===== src/nbm_pkg.sv =====
// Shared types and constants for the degree-4 NTT base multiplier.
`default_nettype none

package nbm_pkg;

  localparam int unsigned CoefW = 16;

  // Modulus and its inverse mod 2^16 (-767 as a 16-bit pattern).
  localparam int Modulus = 769;
  localparam logic signed [31:0] ModulusW = 32'sd769;
  localparam logic [CoefW-1:0] QInv16 = 16'hFD01;

  // Montgomery factor for the final conversion.
  localparam logic signed [CoefW-1:0] ConvFactor = 16'sd19;

  typedef logic signed [CoefW-1:0] coef_t;

  typedef struct packed {
    coef_t a_coef0;
    coef_t a_coef1;
    coef_t a_coef2;
    coef_t a_coef3;
    coef_t b_coef0;
    coef_t b_coef1;
    coef_t b_coef2;
    coef_t b_coef3;
    coef_t twiddle;
  } in_word_t;

  typedef struct packed {
    coef_t prod_coef0;
    coef_t prod_coef1;
    coef_t prod_coef2;
    coef_t prod_coef3;
  } out_word_t;

  // Load enables of the three Montgomery stages.
  typedef struct packed {
    logic s1;  // product
    logic s2;  // u = low16(p * qinv)
    logic s3;  // p - u * q
  } mont_en_t;

endpackage

`default_nettype wire


===== src/nbm_mont.sv =====
// Three-stage Montgomery multiplier array, one lane per operand pair.
`default_nettype none

module nbm_mont #(
  parameter int unsigned Lanes = 1
) (
  input  logic              clk_i,
  input  nbm_pkg::mont_en_t en_i,
  input  nbm_pkg::coef_t    x_i [Lanes],
  input  nbm_pkg::coef_t    y_i [Lanes],
  output nbm_pkg::coef_t    r_o [Lanes]
);
  import nbm_pkg::*;

  logic signed [31:0] p_d  [Lanes];
  logic signed [31:0] p1_q [Lanes];
  logic signed [31:0] p2_q [Lanes];
  logic        [15:0] ul_w [Lanes];
  coef_t              u_d  [Lanes];
  coef_t              u2_q [Lanes];
  logic signed [31:0] d_d  [Lanes];
  logic signed [31:0] d3_q [Lanes];

  always_comb begin
    for (int i = 0; i < Lanes; i++) begin
      p_d[i]  = 32'(x_i[i]) * 32'(y_i[i]);
      ul_w[i] = p1_q[i][15:0] * QInv16;
      u_d[i]  = ul_w[i];
      // low half of d is zero, so the shift is exact
      d_d[i]  = p2_q[i] - (32'(u2_q[i]) * ModulusW);
      r_o[i]  = d3_q[i][31:16];
    end
  end

  always_ff @(posedge clk_i) begin
    for (int i = 0; i < Lanes; i++) begin
      if (en_i.s1) begin
        p1_q[i] <= p_d[i];
      end
      if (en_i.s2) begin
        p2_q[i] <= p1_q[i];
        u2_q[i] <= u_d[i];
      end
      if (en_i.s3) begin
        d3_q[i] <= d_d[i];
      end
    end
  end

endmodule

`default_nettype wire


===== config.mk =====
export PLATFORM = sky130hd
export DESIGN_NAME = nbm_mont
export DESIGN_NICKNAME = d
export VERILOG_FILES = /design/src/nbm_pkg.sv /design/src/nbm_mont.sv
export SDC_FILE = /design/constraint.sdc
export NUM_CORES = 1
export LEC_CHECK = 0
export ABC_AREA = 1
export ABC_CLOCK_PERIOD_IN_PS = 6810
export BUFFER_PORTS_ARGS = -buffer_cell sky130_fd_sc_hd__clkbuf_2
export CELL_PAD_IN_SITES_DETAIL_PLACEMENT = 0
export CELL_PAD_IN_SITES_GLOBAL_PLACEMENT = 2
export CORE_UTILIZATION = 36
export CTS_CLUSTER_DIAMETER = 30
export DETAILED_ROUTE_END_ITERATION = 16
export PLACE_DENSITY_LB_ADDON = 0.1
export RECOVER_POWER = 100
export REMOVE_ABC_BUFFERS = 1
export SKIP_LAST_GASP = 1
export SLEW_MARGIN = 15
export SYNTH_ARGS = -nofsm -noshare
export SYNTH_HDL_FRONTEND = slang
export SYNTH_SLANG_ARGS = --single-unit

===== constraint.sdc =====
create_clock -name clk_i -period 6.81 [get_ports clk_i]
set_input_delay 1.362 -clock clk_i [delete_from_list [all_inputs] [get_ports clk_i]]
set_output_delay 1.362 -clock clk_i [all_outputs]
set_load 0.1 [all_outputs]

==> results of run 1 <==
cells in the final DEF, fill, tap and decap left out, types with 19 or more instances in the layout:
master,instances
buf_4,61
inv_1,718
fa_1,302
o21ai_0,19
clkbuf_2,32
xor2_1,27
nand3_1,64
nor2_1,73
a21oi_1,56
nand4_1,22
nand2_1,547
edfxtp_1,88
clkbuf_1,21
ha_1,227
Yosys cell counts, drive strengths merged:
cell / n / area share
a21boi: 2 / 0.00081
a21o: 5 / 0.0020
a21oi: 57 / 0.016
and2: 2 / 0.00068
buf: 1 / 0.00020
clkbuf: 54 / 0.011
edfxtp: 88 / 0.14
fa: 303 / 0.33
ha: 227 / 0.15
inv: 724 / 0.15
nand2: 553 / 0.11
nand3: 64 / 0.018
nand3b: 3 / 0.0012
nand4: 22 / 0.0075
nor2: 87 / 0.021
nor3: 14 / 0.0046
o211ai: 1 / 0.00041
o21a: 1 / 0.00041
o21ai: 26 / 0.0073
o21bai: 6 / 0.0024
or2: 8 / 0.0027
xnor2: 10 / 0.0047
xor2: 27 / 0.013
worst max-delay path, delay by kind of cell:
family,cells,cell delay (ps)
fa+ha+maj,7,2860
buf+inv,8,1130
compound gates,1,260
simple gates,7,930
area by class of cell:
cell class / count / area, µm² / share of cell area
clock buffers: 9 / 225 / 0.0112
clock inverters: 7 / 72.6 / 0.00362
inverters: 724 / 2720 / 0.135
multi-input cells: 1418 / 12900 / 0.641
flip-flops and latches: 88 / 2640 / 0.132
well taps: 672 / 841 / 0.0419
repair buffers: 116 / 712 / 0.0355
layer usage:
metal,GRT usage,vias to the layer above
met1,0.222,6529
met2,0.359,129
li1,-,6783
met4,0.0459,0
met5,0,-
met3,0.0122,34
stage by stage:
stage / std cells / setup TNS (ps) / utilization
2_1_floorplan: 2230 / 0 / -
3_3_place_gp: 3018 / -163 / 0.394
3_5_place_dp: 3018 / -456 / 0.394
4_1_cts: 3034 / 0 / 0.400
5_1_grt: 3034 / 0 / 0.398
6_report: 3034 / 0 / 0.398
state kept, by name (all words and copies together), names as in the netlist:
| register | count |
|---|---|
| d3_q | 16 |
| u2_q | 16 |
| p1_q | 32 |
| p2_q | 24 |
worst paths after layout:
check,startpoint,to,slack (ps),cells past startpoint
worst max-delay path,x_i[0],p1_q[0][29],370,23
worst min-delay path,p1_q[0][17],p2_q[0][17],420,0
worst max register to register,u2_q[0][15],d3_q[0][22],2200,13
worst min register to register,p1_q[0][17],p2_q[0][17],420,0
cells by family after synthesis:
family	after synthesis
simple gates	753
xor+xnor	37
fa+ha+maj	530
compound gates	98
buf+inv	779
flops	88
==> reports/results.md, run 1 <==
| Step | Item | Value |
| --- | --- | --- |
| critical path | Classification of the worst setup path | in2reg |
| global routing | Via count of the first global-routing pass | 15000 |
| place | Post-DP HPWL | 41200 µm |
| finish | Final non-filler cell area | 20100 µm² |
| logic synthesis | Post-synthesis instance area | 18500 µm² |
| critical path | Cell breakdown of the critical path | clkbuf_2 -> clkbuf_1 -> nand2_1 -> fa_1 -> inv_1 -> ha_1 -> inv_1 -> fa_1 -> fa_1 -> inv_1 -> fa_1 -> inv_1 -> fa_1 -> inv_1 -> ha_1 -> nand2_1 -> inv_1 -> a21oi_1 -> nand3_1 -> nand3_1 -> nand3_1 -> nand2_1 -> nand2_1 |
| clock network | Post-CTS Setup Repair Bufs | 0 |
| route | Wire length the detailed router placed on met1 | 20000 µm |
| sta | Final min period | 6440 ps |
| critical path | Worst setup SP type | input port |
| die | X dimension of the die | 228 µm |
| global routing | Wire length of the first global-routing pass | 76800 µm |
| route | Total number of vias | 13500 |
| route | Final wirelength | 45600 µm |
| critical path | CP max-delay cell | clkbuf_1 |
| run status | Violations in the final reports | capacitance limit, slew limit |
| clock network | Post-CTS Hold Fix Bufs | 0 |
| die | Floorplan die area | 52200 µm² |
| logic synthesis | Synth warn | 0 |
| clock network | Clock tree from TritonCTS | yes |
| critical path | Maximum fanout along the worst path | 14 |
| place | Placement Cell Area | 19800 µm² |
| sta | Worst slew pin tran | 2160 ps |
| sta | Post-route worst hold slack | 420 ps |
| sta | Portion of the clock cycle consumed by the worst path in the final layout | 0.946 |
| die | Chip Height | 228 µm |
| logic synthesis | Proportion of synthesized chip area in sequential cells | 0.143 |
| logic synthesis | Number of register bits inferred by synthesis | 88 |
| clock network | Clock Tree Root | clkbuf_16 |
| logic synthesis | Simple logic cell fraction of the synthesized area | 0.169 |
| critical path | CP endpoint kind | flop |
| finish | Diodes inserted | 0 |
| critical path | Cell repeated most along the worst path | inv_1 |
| sta | Relative slew slack | -0.439 |
| logic synthesis | Post-synthesis xor/xnor area fraction | 0.0176 |
| logic synthesis | Number of distinct library cells after synthesis | 32 |
| route | Wire length on met2 | 24000 µm |
| finish | Fill count | 5242 |
| finish | Fraction of layout instances using a drive strength above 1 | 0.0639 |
| clock network | Insertion delay of the later-clocked pin in the worst-skew pair | 360 ps |
| sta | Hold Violations, Final | 0 |
| sta | Count of pins over their slew limit | 74 |
| logic synthesis | Adder and majority gate portion of the synthesized area | 0.483 |
| route | Count of TritonRoute iterations in the first routing pass | 5 |
| logic synthesis | Largest family of logic cells by synthesized area | adder cells |
| run | Max-cap violations | 2 |
| place | Setup Slack @ Placement | -160 ps |
| die | Site row count | 82 |
| route | Residual antenna-violating net count after detailed routing | 0 |
| logic synthesis | Gate count of the mapped netlist | 2285 |
| clock network | TritonCTS sink count | 88 |
| finish | Area delta synth->final | 8.77% |
| place | Routability Congestion | 0.847 |
| route | Detailed-route DRC error count | 0 |
| sta | Unrepaired setup endpoints after global routing | no |
| logic synthesis | Multiplexer share of the synthesized area | 0 |
| die | Number of ports placed on the die boundary | 52 |
| route | Length of routed met3 wiring | 689 µm |
| clock network | Total clock buffers created by CTS | 9 |
| logic synthesis | Avg Cell Area, Syn | 8.08 µm² |
| sta | Max Clock Freq | 155 MHz |
| route | Number of DRC violations after detailed-routing iteration 0 | 455 |
| finish | Final Net Count | 2923 |
| clock network | Max Root-Sink Buffers | 2 |
| global routing | Total global routing track utilization | 0.186 |
| die | Initial cell density of the core | 0.366 |
| route | Routed wire length per instance | 15.0 µm |
| run status | Status | finished, violations left |
| sta | Setup violators final | 0 |
| logic synthesis | Complex-gate fraction of the synthesized area | 0.0292 |
| clock network | Resized Gates After CTS | 0 |
| clock network | Total number of H-tree levels | 3 |
| critical path | Crit path largest cell delay | 660 ps |
| global routing | Number of antenna violations at the first check in global routing | 0 |
| place | Buffers added on ports | 51 |
| sta | Worst Slack Setup Final | 369 ps |
| global routing | Pin count of the biggest net entering global routing | 41 |
| hold path | Path class of the lowest-slack min-delay path | reg2reg |
| sta | Layout Skew | 5.64 ps |
| clock network | Clock slew at the register clock pins of the worst setup and hold paths | 70 ps |
| route | Vias per Instance | 4.44 |
| global routing | Sum of overflow across all layers after global routing | 0 |
| route | Top routing layer in use | met4 |
| die | Core Area | 50400 µm² |
| critical path | Arrival time reported for the critical path endpoint | 6560 ps |
| critical path | Required time reported for the critical path endpoint | 6930 ps |
Power of run 1 is not shown: default switching activity piles up to over one toggle a cycle in this logic, so the estimate is an artifact.
==> run 2, diff against run 1 <==
MAX_ROUTING_LAYER = met4   (was unset)
PLACE_DENSITY_LB_ADDON = 0.2   (was 0.1)
==> run 2 against run 1 <==
  * The run still ends with capacitance limit, slew limit left
  * Sequential cell count unchanged
  * Sequential share of layout area decreased by 0.052 points
  * Cell count rose by 0.49%
  * Cell area increased by 0.40%
  * Wire length shrank 2.1%
  * Global-route usage is essentially flat
  * Critical path depth up 1
  * Die area did not move
  * First-iteration DRC count rose by 7.3%
  * Critical endpoint is now p1_q[0][25]
  * Highest routed layer unchanged
==> reports/results.md, run 2 (synthesis results as in run 1) <==
| Step | Item | Value | Change |
| --- | --- | --- | --- |
| run status | Status | finished, violations left |  |
| run status | Violations in the final reports | capacitance limit, slew limit |  |
| critical path | Cell repeated most along the worst path | inv_1 |  |
| critical path | Required time reported for the critical path endpoint | 6920 ps | about the same |
| die | Initial cell density of the core | 0.366 | unchanged |
| sta | Max Clock Freq | 151 MHz | -2.8% |
| route | Final wirelength | 44600 µm | -2.1% |
| die | Number of ports placed on the die boundary | 52 | unchanged |
| critical path | Classification of the worst setup path | in2reg |  |
| finish | Most common library cell in the layout ignoring fill and taps | inv_1 |  |
| critical path | CP Depth | 24 | +4.3% |
| global routing | Via count of the first global-routing pass | 14900 | -0.87% |
| clock network | Clock slew at the register clock pins of the worst setup and hold paths | 60 ps | about the same |
| critical path | Number of buffers and inverters on the critical path | 9 | +1 |
| sta | Layout Skew | 11.1 ps | +5.45 ps |
| hold path | Path class of the lowest-slack min-delay path | reg2reg |  |
| route | Routed wire length per instance | 14.6 µm | -2.6% |
| clock network | Post-CTS Hold Fix Bufs | 0 | unchanged |
| finish | Fill count | 5290 | +0.92% |
| sta | Post-route worst hold slack | 419 ps | -1.16 ps |
| global routing | Total global routing track utilization | 0.186 | about the same |
| die | Chip Height | 228 µm | unchanged |
| place | Post-DP HPWL | 40200 µm | -2.5% |
| global routing | Number of antenna violations at the first check in global routing | 0 | unchanged |
| clock network | Max Root-Sink Buffers | 2 | unchanged |
| place | Buffers added on ports | 51 | unchanged |
| finish | Largest Register | p1_q |  |
| finish | Utilization after layout | 0.400 | +0.00159 |
| global routing | Pin count of the biggest net entering global routing | 41 | unchanged |
| route | Detailed-route DRC error count | 0 | unchanged |
| sta | Relative slew slack | -0.470 | -0.0311 |
| route | Count of TritonRoute iterations in the first routing pass | 7 | +2 |
| global routing | Wire length of the first global-routing pass | 75400 µm | -1.9% |
| finish | Total area of multi-input combinational cells | 12900 µm² | about the same |
| finish | Area taken by flip-flops and latches | 2640 µm² | unchanged |
| clock network | Clock Tree Root | clkbuf_16 |  |
| route | Vias per Instance | 4.42 | -0.42% |
| clock network | TritonCTS sink count | 88 | unchanged |
| finish | Fraction of layout instances using a drive strength above 1 | 0.0682 | +0.00422 |
| finish | Diodes inserted | 0 | unchanged |
| critical path | Maximum fanout along the worst path | 11 | -3 |
| critical path | Cell breakdown of the critical path | clkbuf_2 -> clkbuf_1 -> nand2_1 -> inv_1 -> fa_1 -> ha_1 -> inv_1 -> fa_1 -> fa_1 -> inv_1 -> fa_1 -> inv_1 -> fa_1 -> inv_1 -> ha_1 -> nand2_1 -> inv_1 -> a21oi_1 -> clkbuf_4 -> nor2_1 -> o21ai_0 -> nand3_1 -> nand2_1 -> nand2_1 |  |
| finish | Final Net Count | 2938 | +0.51% |
| clock network | Total number of H-tree levels | 3 | unchanged |
| critical path | Crit path largest cell delay | 620 ps | -40 ps |
| sta | Count of pins over their slew limit | 74 | unchanged |
| finish | Flip-flop count of the largest register after layout | 32 | unchanged |
| finish | Area delta synth->final | 9.20% |  |
| sta | Worst slew pin tran | 2200 ps | +46.7 ps |
| clock network | Clock tree from TritonCTS | yes |  |
| sta | Final min period | 6630 ps | +185 ps |
| sta | Unrepaired setup endpoints after global routing | no |  |
| place | Routability Congestion | 0.875 | +3.3% |
| sta | Hold Violations, Final | 0 | unchanged |
| critical path | Top delay family on crit path | adder cells |  |
| finish | Final non-filler cell area | 20100 µm² | +0.40% |
| route | Total number of vias | 13500 | +0.074% |
| global routing | Sum of overflow across all layers after global routing | 0 | unchanged |
| die | X dimension of the die | 228 µm | unchanged |
| critical path | CP max-delay cell | clkbuf_1 |  |
| critical path | Arrival time reported for the critical path endpoint | 6730 ps | +170 ps |
| sta | Portion of the clock cycle consumed by the worst path in the final layout | 0.973 | +0.0271 |
| hold path | Min-Delay Path Depth | 0 | unchanged |
| run | Max-cap violations | 2 | unchanged |
| die | Core Area | 50400 µm² | unchanged |
| finish | Top library cells by usage in the layout, fill and taps aside | inv_1, nand2_1, fa_1 |  |
| route | Residual antenna-violating net count after detailed routing | 0 | unchanged |
| sta | Setup violators final | 0 | unchanged |
| route | Number of DRC violations after detailed-routing iteration 0 | 488 | +7.3% |
| place | Placement Cell Area | 19900 µm² | +0.57% |
| die | Site row count | 82 | unchanged |
| die | Floorplan die area | 52200 µm² | unchanged |
| clock network | Insertion delay of the later-clocked pin in the worst-skew pair | 360 ps | about the same |
| critical path | CP endpoint kind | flop |  |
| clock network | Total clock buffers created by CTS | 9 | unchanged |
| critical path | Worst setup SP type | input port |  |
| critical path | Worst reg-to-reg path cell count | 13 | unchanged |
| finish | Registers with the most flip-flops | p1_q: 32 flops, p2_q: 24 flops |  |
==> run 2: path summary, 6_finish.rpt <==
path,slack (ps),startpoint,endpoint
worst max register to register,2240,u2_q[0][15],d3_q[0][22]
worst min register to register,420,p1_q[0][21],p2_q[0][21]
worst min-delay path,420,p1_q[0][21],p2_q[0][21]
worst max-delay path,180,x_i[2],p1_q[0][25]
==> run 2: per-stage QoR <==
stage / setup TNS [ps] / std cells / worst slack, ps
after floorplan: 0 / 2230 / 584
after global placement: -113 / 3033 / -87.9
after detailed placement: -156 / 3033 / -93.5
after CTS: 0 / 3049 / 282
after global routing: 0 / 3049 / 59.7
final: 0 / 3049 / 185
==> run 2: layout make-up <==
cell class	instances	share of cell area
clock buffer	9	0.0112
inverter	724	0.135
multi-input combinational	1418	0.638
timing repair buffer	131	0.0409
tap	672	0.0417
clock inverter	7	0.00230
sequential	88	0.131
==> run 2: per-layer routing <==
metal,global-route usage,share of wire,up-vias
met2,0.339,0.51,157
met4,0.0478,0.023,0
met5,-,0,-
met3,0.0107,0.015,50
li1,-,-,6815
met1,0.223,0.45,6463
==> run 2: timing repair <==
item	CTS	global route
gates resized for setup	0	1
endpoints found under the setup margin	0	1
buffers inserted	0	0
Power of run 2 is left out for the same reason.
